[src/rtl/core/hrkc_pkg.sv]
// ----------------------------------------------------------------------------
// hrkc_pkg
// Shared types, codes and keyword constants for the request keyword classifier
// ----------------------------------------------------------------------------
package hrkc_pkg;

    localparam int unsigned URL_DEPTH   = 7;
    localparam int unsigned AGENT_DEPTH = 11;
    localparam int unsigned BODY_DEPTH  = 13;
    localparam int unsigned SCAN_MAX    = 14;
    localparam int unsigned SCAN_BITS   = SCAN_MAX * 8;

    localparam logic [7:0] MIN_BODY_RESET = 8'd16;
    localparam logic [7:0] COUNT_MAX      = 8'hff;

    typedef logic [SCAN_BITS-1:0] scan_t;

    typedef enum logic [1:0] {
        MODE_URL   = 2'd0,
        MODE_AGENT = 2'd1,
        MODE_BODY  = 2'd2,
        MODE_END   = 2'd3
    } mode_t;

    typedef enum logic [1:0] {
        CAUSE_NONE  = 2'd0,
        CAUSE_URL   = 2'd1,
        CAUSE_AGENT = 2'd2,
        CAUSE_BODY  = 2'd3
    } cause_t;

    typedef struct packed {
        logic [1:0] mode;
        logic [7:0] data_byte;
        logic       is_post;
    } in_item_t;

    typedef struct packed {
        logic       is_report;
        logic [1:0] cause;
    } out_item_t;

    // per-cell control, shared by every cell of one window
    typedef struct packed {
        logic shift;
        logic clear;
    } win_ctl_t;

    // keywords, last character in the low byte
    localparam scan_t KW_URL0   = scan_t'(64'h2f66616d696c792f);
    localparam scan_t KW_URL1   = scan_t'(40'h2f7374622f);
    localparam scan_t KW_URL2   = scan_t'(48'h2f636d63632f);
    localparam scan_t KW_AGENT0 = scan_t'(96'h536f667444657465_63746f72);
    localparam scan_t KW_AGENT1 = scan_t'(72'h736f667470726f6265);
    localparam scan_t KW_AGENT2 = scan_t'(72'h536f667450726f6265);
    localparam scan_t KW_BODY0  = scan_t'(80'h737462527_56e54696d65);
    localparam scan_t KW_BODY1  = scan_t'(80'h646576696365496e666f);
    localparam scan_t KW_BODY2  = scan_t'(112'h746370436f6e6e656374496e666f);
    localparam scan_t KW_BODY3  = scan_t'(96'h766f6963655265674_96e666f);

    localparam int unsigned LEN_URL0   = 8;
    localparam int unsigned LEN_URL1   = 5;
    localparam int unsigned LEN_URL2   = 6;
    localparam int unsigned LEN_AGENT0 = 12;
    localparam int unsigned LEN_AGENT1 = 9;
    localparam int unsigned LEN_AGENT2 = 9;
    localparam int unsigned LEN_BODY0  = 10;
    localparam int unsigned LEN_BODY1  = 10;
    localparam int unsigned LEN_BODY2  = 14;
    localparam int unsigned LEN_BODY3  = 12;

    // newest byte in the low byte of scan; true when its tail equals kw
    function automatic logic kw_hit(scan_t scan, scan_t kw, int unsigned len);
        logic hit;
        hit = 1'b1;
        for (int unsigned i = 0; i < SCAN_MAX; i++) begin
            if (i < len && scan[i*8 +: 8] != kw[i*8 +: 8]) begin
                hit = 1'b0;
            end
        end
        return hit;
    endfunction

endpackage

[src/rtl/core/hrkc_byte_cell.sv]
// ----------------------------------------------------------------------------
// hrkc_byte_cell
// One byte stage of a window chain, takes its neighbor's byte on shift
// ----------------------------------------------------------------------------
module hrkc_byte_cell (
    input  logic              aclk,
    input  logic              aresetn,
    input  hrkc_pkg::win_ctl_t ctl,
    input  logic [7:0]        din,
    output logic [7:0]        dout
);

    logic [7:0] byte_reg;
    logic [7:0] byte_next;

    always_comb begin
        byte_next = byte_reg;
        if (ctl.clear) begin
            byte_next = 8'h00;
        end else if (ctl.shift) begin
            byte_next = din;
        end
    end

    always_ff @(posedge aclk) begin
        if (!aresetn) begin
            byte_reg <= 8'h00;
        end else begin
            byte_reg <= byte_next;
        end
    end

    assign dout = byte_reg;

endmodule

[src/rtl/core/hrkc_window.sv]
// ----------------------------------------------------------------------------
// hrkc_window
// Chain of byte cells holding the most recent bytes of one field
// ----------------------------------------------------------------------------
module hrkc_window #(
    parameter int unsigned DEPTH = hrkc_pkg::URL_DEPTH
) (
    input  logic               aclk,
    input  logic               aresetn,
    input  hrkc_pkg::win_ctl_t ctl,
    input  logic [7:0]         din,
    output logic [DEPTH*8-1:0] taps
);

    // cell 0 holds the newest stored byte
    for (genvar k = 0; k < DEPTH; k++) begin : g_cell
        logic [7:0] cell_din;
        if (k == 0) begin : g_head
            assign cell_din = din;
        end else begin : g_link
            assign cell_din = taps[(k-1)*8 +: 8];
        end
        hrkc_byte_cell u_cell (
            .aclk    (aclk),
            .aresetn (aresetn),
            .ctl     (ctl),
            .din     (cell_din),
            .dout    (taps[k*8 +: 8])
        );
    end

endmodule

[src/rtl/core/http_report_keyword_classifier.sv]
// ----------------------------------------------------------------------------
// http_report_keyword_classifier
// a verdict is registered into m_data, or into the skid slot if one waits
// throughput: one item per cycle while ready is high; each byte shifts
//   its window chain when accepted, and the keyword compares run on that edge
// ready drops only while both output slots hold unread verdicts
// reset: synchronous, active low; clears windows, flags, count, output slots,
//   and loads min_body_bytes with 16
// ----------------------------------------------------------------------------
module http_report_keyword_classifier (
    input  logic                aclk,
    input  logic                aresetn,
    // configuration
    input  logic                cfg_wr_en,
    input  logic [7:0]          cfg_wr_data,
    // input items
    input  logic                s_valid,
    output logic                s_ready,
    input  hrkc_pkg::in_item_t  s_data,
    // result items
    output logic                m_valid,
    input  logic                m_ready,
    output hrkc_pkg::out_item_t m_data
);

    // handshake and decode
    logic s_fire;
    logic is_url;
    logic is_agent;
    logic is_body;
    logic is_end;
    logic byte_zero;

    assign s_fire    = s_valid && s_ready;
    assign is_url    = s_data.mode == hrkc_pkg::MODE_URL;
    assign is_agent  = s_data.mode == hrkc_pkg::MODE_AGENT;
    assign is_body   = s_data.mode == hrkc_pkg::MODE_BODY;
    assign is_end    = s_data.mode == hrkc_pkg::MODE_END;
    assign byte_zero = s_data.data_byte == 8'h00;

    // request state
    logic [7:0] min_body_bytes_reg;
    logic       url_hit_reg,       url_hit_next;
    logic       agent_hit_reg,     agent_hit_next;
    logic       url_stopped_reg,   url_stopped_next;
    logic       agent_stopped_reg, agent_stopped_next;
    logic [3:0] body_flags_reg,    body_flags_next;
    logic [7:0] body_count_reg,    body_count_next;

    // window control: a zero byte stops url and agent scanning, end clears all
    hrkc_pkg::win_ctl_t url_ctl;
    hrkc_pkg::win_ctl_t agent_ctl;
    hrkc_pkg::win_ctl_t body_ctl;

    assign url_ctl.shift   = s_fire && is_url && !url_stopped_reg && !byte_zero;
    assign url_ctl.clear   = s_fire && is_end;
    assign agent_ctl.shift = s_fire && is_agent && !agent_stopped_reg && !byte_zero;
    assign agent_ctl.clear = s_fire && is_end;
    assign body_ctl.shift  = s_fire && is_body;
    assign body_ctl.clear  = s_fire && is_end;

    // window chains
    logic [hrkc_pkg::URL_DEPTH*8-1:0]   url_taps;
    logic [hrkc_pkg::AGENT_DEPTH*8-1:0] agent_taps;
    logic [hrkc_pkg::BODY_DEPTH*8-1:0]  body_taps;

    hrkc_window #(.DEPTH(hrkc_pkg::URL_DEPTH)) u_url_win (
        .aclk    (aclk),
        .aresetn (aresetn),
        .ctl     (url_ctl),
        .din     (s_data.data_byte),
        .taps    (url_taps)
    );

    hrkc_window #(.DEPTH(hrkc_pkg::AGENT_DEPTH)) u_agent_win (
        .aclk    (aclk),
        .aresetn (aresetn),
        .ctl     (agent_ctl),
        .din     (s_data.data_byte),
        .taps    (agent_taps)
    );

    hrkc_window #(.DEPTH(hrkc_pkg::BODY_DEPTH)) u_body_win (
        .aclk    (aclk),
        .aresetn (aresetn),
        .ctl     (body_ctl),
        .din     (s_data.data_byte),
        .taps    (body_taps)
    );

    // scan views: stored bytes plus the incoming byte in the low byte
    hrkc_pkg::scan_t url_scan;
    hrkc_pkg::scan_t agent_scan;
    hrkc_pkg::scan_t body_scan;

    assign url_scan   = hrkc_pkg::scan_t'({url_taps, s_data.data_byte});
    assign agent_scan = hrkc_pkg::scan_t'({agent_taps, s_data.data_byte});
    assign body_scan  = hrkc_pkg::scan_t'({body_taps, s_data.data_byte});

    logic url_match;
    logic agent_match;
    logic [3:0] body_match;

    assign url_match =
        hrkc_pkg::kw_hit(url_scan, hrkc_pkg::KW_URL0, hrkc_pkg::LEN_URL0) ||
        hrkc_pkg::kw_hit(url_scan, hrkc_pkg::KW_URL1, hrkc_pkg::LEN_URL1) ||
        hrkc_pkg::kw_hit(url_scan, hrkc_pkg::KW_URL2, hrkc_pkg::LEN_URL2);

    assign agent_match =
        hrkc_pkg::kw_hit(agent_scan, hrkc_pkg::KW_AGENT0, hrkc_pkg::LEN_AGENT0) ||
        hrkc_pkg::kw_hit(agent_scan, hrkc_pkg::KW_AGENT1, hrkc_pkg::LEN_AGENT1) ||
        hrkc_pkg::kw_hit(agent_scan, hrkc_pkg::KW_AGENT2, hrkc_pkg::LEN_AGENT2);

    // flag bits: run time, device info, connect info, voice reg info
    assign body_match[0] = hrkc_pkg::kw_hit(body_scan, hrkc_pkg::KW_BODY0, hrkc_pkg::LEN_BODY0);
    assign body_match[1] = hrkc_pkg::kw_hit(body_scan, hrkc_pkg::KW_BODY1, hrkc_pkg::LEN_BODY1);
    assign body_match[2] = hrkc_pkg::kw_hit(body_scan, hrkc_pkg::KW_BODY2, hrkc_pkg::LEN_BODY2);
    assign body_match[3] = hrkc_pkg::kw_hit(body_scan, hrkc_pkg::KW_BODY3, hrkc_pkg::LEN_BODY3);

    // verdict from the state left by the bytes before the end item
    logic   body_long;
    logic   body_pair;
    hrkc_pkg::cause_t   cause;
    hrkc_pkg::out_item_t verdict;

    assign body_long = body_count_reg != 8'h00 && body_count_reg >= min_body_bytes_reg;
    assign body_pair = body_flags_reg[1:0] == 2'b11 || body_flags_reg[3:2] == 2'b11;

    always_comb begin
        cause = hrkc_pkg::CAUSE_NONE;
        if (s_data.is_post) begin
            if (url_hit_reg) begin
                cause = hrkc_pkg::CAUSE_URL;
            end else if (agent_hit_reg) begin
                cause = hrkc_pkg::CAUSE_AGENT;
            end else if (body_long && body_pair) begin
                cause = hrkc_pkg::CAUSE_BODY;
            end
        end
    end

    assign verdict.is_report = cause != hrkc_pkg::CAUSE_NONE;
    assign verdict.cause     = cause;

    // next request state
    always_comb begin
        url_hit_next       = url_hit_reg;
        agent_hit_next     = agent_hit_reg;
        url_stopped_next   = url_stopped_reg;
        agent_stopped_next = agent_stopped_reg;
        body_flags_next    = body_flags_reg;
        body_count_next    = body_count_reg;
        if (s_fire) begin
            case (s_data.mode)
                hrkc_pkg::MODE_URL: begin
                    if (!url_stopped_reg) begin
                        if (byte_zero) begin
                            url_stopped_next = 1'b1;
                        end else if (url_match) begin
                            url_hit_next = 1'b1;
                        end
                    end
                end
                hrkc_pkg::MODE_AGENT: begin
                    if (!agent_stopped_reg) begin
                        if (byte_zero) begin
                            agent_stopped_next = 1'b1;
                        end else if (agent_match) begin
                            agent_hit_next = 1'b1;
                        end
                    end
                end
                hrkc_pkg::MODE_BODY: begin
                    body_flags_next = body_flags_reg | body_match;
                    // count saturates
                    if (body_count_reg != hrkc_pkg::COUNT_MAX) begin
                        body_count_next = body_count_reg + 8'd1;
                    end
                end
                default: begin
                    // end of request clears everything but the register
                    url_hit_next       = 1'b0;
                    agent_hit_next     = 1'b0;
                    url_stopped_next   = 1'b0;
                    agent_stopped_next = 1'b0;
                    body_flags_next    = 4'h0;
                    body_count_next    = 8'h00;
                end
            endcase
        end
    end

    always_ff @(posedge aclk) begin
        if (!aresetn) begin
            url_hit_reg       <= 1'b0;
            agent_hit_reg     <= 1'b0;
            url_stopped_reg   <= 1'b0;
            agent_stopped_reg <= 1'b0;
            body_flags_reg    <= 4'h0;
            body_count_reg    <= 8'h00;
        end else begin
            url_hit_reg       <= url_hit_next;
            agent_hit_reg     <= agent_hit_next;
            url_stopped_reg   <= url_stopped_next;
            agent_stopped_reg <= agent_stopped_next;
            body_flags_reg    <= body_flags_next;
            body_count_reg    <= body_count_next;
        end
    end

    // configuration register, written directly
    always_ff @(posedge aclk) begin
        if (!aresetn) begin
            min_body_bytes_reg <= hrkc_pkg::MIN_BODY_RESET;
        end else if (cfg_wr_en) begin
            min_body_bytes_reg <= cfg_wr_data;
        end
    end

    // output register plus a skid slot, so bytes keep flowing while a
    // verdict waits on m_ready
    logic                m_valid_reg,    m_valid_next;
    hrkc_pkg::out_item_t m_data_reg,     m_data_next;
    logic                skid_valid_reg, skid_valid_next;
    hrkc_pkg::out_item_t skid_data_reg,  skid_data_next;
    logic                push;
    logic                pop;

    assign push = s_fire && is_end;
    assign pop  = m_valid_reg && m_ready;

    always_comb begin
        m_valid_next    = m_valid_reg;
        m_data_next     = m_data_reg;
        skid_valid_next = skid_valid_reg;
        skid_data_next  = skid_data_reg;
        if (pop) begin
            if (skid_valid_reg) begin
                // ready is low while the skid slot is full, so no push here
                m_data_next     = skid_data_reg;
                skid_valid_next = 1'b0;
            end else begin
                m_valid_next = push;
                m_data_next  = verdict;
            end
        end else if (push) begin
            if (!m_valid_reg) begin
                m_valid_next = 1'b1;
                m_data_next  = verdict;
            end else begin
                skid_valid_next = 1'b1;
                skid_data_next  = verdict;
            end
        end
    end

    always_ff @(posedge aclk) begin
        if (!aresetn) begin
            m_valid_reg    <= 1'b0;
            skid_valid_reg <= 1'b0;
        end else begin
            m_valid_reg    <= m_valid_next;
            skid_valid_reg <= skid_valid_next;
        end
    end

    // payload registers carry no reset
    always_ff @(posedge aclk) begin
        m_data_reg    <= m_data_next;
        skid_data_reg <= skid_data_next;
    end

    assign s_ready = !skid_valid_reg;
    assign m_valid = m_valid_reg;
    assign m_data  = m_data_reg;

    // assertions

    // the skid slot only fills behind a waiting verdict
    a_skid_behind_out: assert property (@(posedge aclk) disable iff (!aresetn)
        skid_valid_reg |-> m_valid_reg)
        else $error("skid slot full while output slot empty");

    // an end item leaves the request state cleared
    a_end_clears: assert property (@(posedge aclk) disable iff (!aresetn)
        push |=> (!url_hit_reg && !agent_hit_reg && !url_stopped_reg &&
                  !agent_stopped_reg && body_flags_reg == 4'h0 &&
                  body_count_reg == 8'h00))
        else $error("request state not cleared after end item");

    // a verdict appears only after an end item was accepted
    a_valid_from_end: assert property (@(posedge aclk) disable iff (!aresetn)
        $rose(m_valid_reg) |-> $past(push))
        else $error("verdict appeared without an end item");

    // report flag and cause agree
    a_report_cause: assert property (@(posedge aclk) disable iff (!aresetn)
        m_valid_reg |-> (m_data_reg.is_report ==
                         (m_data_reg.cause != hrkc_pkg::CAUSE_NONE)))
        else $error("is_report disagrees with cause");

endmodule
[config.mk]
export PLATFORM = sky130hd
export DESIGN_NAME = http_report_keyword_classifier
export DESIGN_NICKNAME = d
export VERILOG_FILES = /design/src/rtl/core/hrkc_pkg.sv /design/src/rtl/core/hrkc_byte_cell.sv /design/src/rtl/core/hrkc_window.sv /design/src/rtl/core/http_report_keyword_classifier.sv
export SDC_FILE = /design/constraint.sdc
export NUM_CORES = 1
export LEC_CHECK = 0
export ABC_AREA = 1
export BUFFER_PORTS_ARGS = -buffer_cell sky130_fd_sc_hd__buf_4
export CAP_MARGIN = 20
export CORE_MARGIN = 4
export CORE_UTILIZATION = 65
export CTS_BUF_LIST = sky130_fd_sc_hd__clkbuf_4
export DETAILED_ROUTE_END_ITERATION = 7
export PLACE_DENSITY_LB_ADDON = 0.08
export SLEW_MARGIN = 20
export SYNTH_ARGS = -nofsm -noshare
export SYNTH_HDL_FRONTEND = slang
export SYNTH_SLANG_ARGS = --single-unit
[constraint.sdc]
create_clock -name aclk -period 1.9 [get_ports aclk]
set_clock_uncertainty 0.1 [all_clocks]
set_input_delay 0.095 -clock aclk [delete_from_list [all_inputs] [get_ports aclk]]
set_output_delay 0.095 -clock aclk [all_outputs]
set_load 0.02 [all_outputs]
==> metrics.txt <==
f_max between 0.4 and 0.5 GHz; final wirelength roughly 29000 um; Pleak ~4.9 nW; gr ovfl total 0; largest family of logic cells by synthesized area simple AND/OR/NAND/NOR gates; Num CTS Buffers 71; Total GRT Usage between 20 and 30%; Synth area leaders dfxtp_1, a21oi_1, nor2_1, o21ai_0, inv_1; core area ~17000 um2; pin count of the biggest net entering global routing 84; 1st-iter DRT viols between 900 and 1000; CP Capture Type register; crit-path cells inv_2, ha_1, inv_1, nand2_1, nand2_1, nand2_1, nand2_1, nand2_1, nand3_2, nand3_1, nand2_1, nand2_2, nand3_1, nand2_1, inv_1; ys async rst share 0%; post-synthesis compound-gate area fraction roughly 19%; clock slew at reported path FFs approximately 0.06 ns; VDD IR-drop max 0.661 mV; Worst-Margin Slew approximately 0.51 ns; final setup margin -0.102 ns; worst skew pair latency approximately 0.68 ns; Post-Syn Area 11600 um2; Final Instance Area ~13000 um2; Yosys top cell area share around 47%; post-synth cell types 37; synth-to-layout area growth 14.8%; Clock power frac 41.3%; Final Wtd Congestion approximately 0.93; Post-Synth Adder-Cell Area approximately 1.5%; placed instance area approximately 12000 um2; Die Area 20100 um2; Placed Cells ~1800; Pwr Density 935 nW/um2; syn_nets between 1500 and 2000; CTS Root Cell clkbuf_4; # rows 48; Initial Util 66.9%; Final Max Tran Viols 0; Flop pwr share about half; Worst EP required roughly 2.2 ns; vias in the first global route 9903; Final nets approximately 1700; synthesized flop and latch total between 200 and 300; Comb pwr share 8.4%; critical path peak fanout 5; Via Count 10900; share of layout cells above drive strength 1 between 10% and 20%; XOR/XNOR Fraction of Synth Area 0%; vias per cell ~5.7; clock sink count 280; dominant synthesized flop cell dfxtp_1; drt drc 0; commonest non-fill, non-tap cell in the layout dfxtp_1; Synth area leader dfxtp_1; crit path max-delay cell type dfxtp_1; final hold viol count 0; Non-Filler Instances ~1900; overall power between 10 and 15 mW; largest stage delay on the critical path 0.32 ns; Startpoint Class register; CTS tree built; Die W 142 um; outcome finished with violations; max reg flops between 100 and 150; antenna-violating nets left 0; Buffers on Ports 28; WL/cell 15.1 um; syn avg cell area between 7 and 8 um2; crit path kind register to register; Hold/Removal Path Class primary input to register; fin crit period ~2.0 ns; post-synthesis sequential area ratio 48.6%; violated checks setup timing; setup TNS -0.183 ns; Internal slightly above 9 mW; slew margin rel. between 60% and 70%; multiplexer share of the synthesized area 0%; max-cap violation count 0; Synth Area in Simple Gates between 20 and 25%; H-tree levels 3; number of I/O pins 29; RSZ-0062 raised after global routing yes; initial antenna violation count 1; dpl hpwl 17800 um; crit path DAT around 2.3 ns; commonest non-fill, non-tap cells in the layout dfxtp_1, nor2_1, a21oi_1, o21ai_0, inv_1; Max Root-Sink Buffers 3; die height 142 um; cell repeated most along the worst path nand2_1; Final period util 105%; first drt pass iteration count 5; Cells after Synth between 1500 and 2000; Sw Pwr around 3.2 mW; Setup Viol. Count Final 3; Post-synth EDFFs 6; Synth Warn # 0; global-route wire length before repair between 40000 and 50000 um; switching part of the total power 25.3%
==> worst max-delay path, delay by kind of cell, from the launching register on <==
kind | cells | cell delay, ns
simple gates | 11 | 0.87
flops | 1 | 0.32
buf+inv | 3 | 0.23
fa+ha+maj | 1 | 0.23
==> layout make-up <==
type | count | area, um2
flip-flops and latches | 280 | 5670
clock inverters | 13 | 131
multi-input cells | 1036 | 5020
fillers | 1310 | 4050
clock buffers | 101 | 758
inverters | 158 | 598
well taps | 225 | 282
repair buffers | 93 | 911
diodes | 1 | 2.50
==> path summary, 6_finish.rpt <==
kind                                         from  cells after the start                                   end  slack (ns)
max reg2reg                     body_count_reg[0]                     15                             m_data[2]       -0.10
min                                     cfg_wr_en                      3                 min_body_bytes_reg[4]        0.17
min reg2reg  u_body_win.g_cell[12].u_cell.dout[6]                      2  u_body_win.g_cell[12].u_cell.dout[6]        0.35
max                             body_count_reg[0]                     15                             m_data[2]       -0.10
==> cells by family (layout without fill, tap and decap cells) <==
group                      Yosys count  after routing
adders and majority gates           14             14
and+or+nand+nor                    594            594
other                                0              1
AOI/OAI and AO/OA                  428            428
DFF                                280            280
buffers and inverters              242            365
==> routing by layer <==
layer | global-route usage (%) | part of all wire [%] | vias up
met1 | 38.9 | 45 | 4992
met4 | 9.49 | 2.7 | 0
met2 | 43.2 | 45 | 407
met5 | 0 | 0 | -
li1 | - | - | 5387
met3 | 5.86 | 6.7 | 81
==> power by group through the flow <==
| stage | sequential (mW) | combinational (mW) | clock [mW] |
|---|---|---|---|
| after global placement | 6.40 | 0.906 | 0 |
| after global routing | 6.31 | 1.18 | 5.57 |
| final | 6.29 | 1.06 | 5.16 |
| after floorplan | 6.36 | 0.693 | 0 |
| after CTS | 6.28 | 1.01 | 5.24 |
| after detailed placement | 6.41 | 0.927 | 0 |
==> Yosys cell counts (10+ instances only) <==
| master | number |
|---|---|
| nand3_1 | 73 |
| clkbuf_1 | 29 |
| a21oi_1 | 195 |
| nand2_1 | 148 |
| inv_1 | 150 |
| nor4_1 | 11 |
| o21ai_1 | 44 |
| nand4_1 | 49 |
| nor2_1 | 253 |
| ha_1 | 14 |
| buf_4 | 10 |
| dfxtp_1 | 274 |
| buf_2 | 34 |
| o21ai_0 | 181 |
| nor3_1 | 33 |
==> timing repair <==
action	in CTS	in global routing
gates resized for setup	0	14
buffers inserted	0	1
endpoints found under the hold margin	72	0
hold buffers	40	0
setup endpoints to repair	0	4
==> stage by stage <==
stage | worst slack, ns | utilization (%) | hold slack, ns
3_5_place_dp | 0.0799 | 69.0 | 0.216
2_1_floorplan | 0.236 | - | 0.106
3_3_place_gp | 0.129 | 69.0 | 0.217
6_report | -0.102 | 76.8 | 0.174
4_1_cts | 0.0658 | 76.4 | 0.0685
5_1_grt | -0.192 | 76.8 | 0.164
Power figures use the tool's default switching activity.
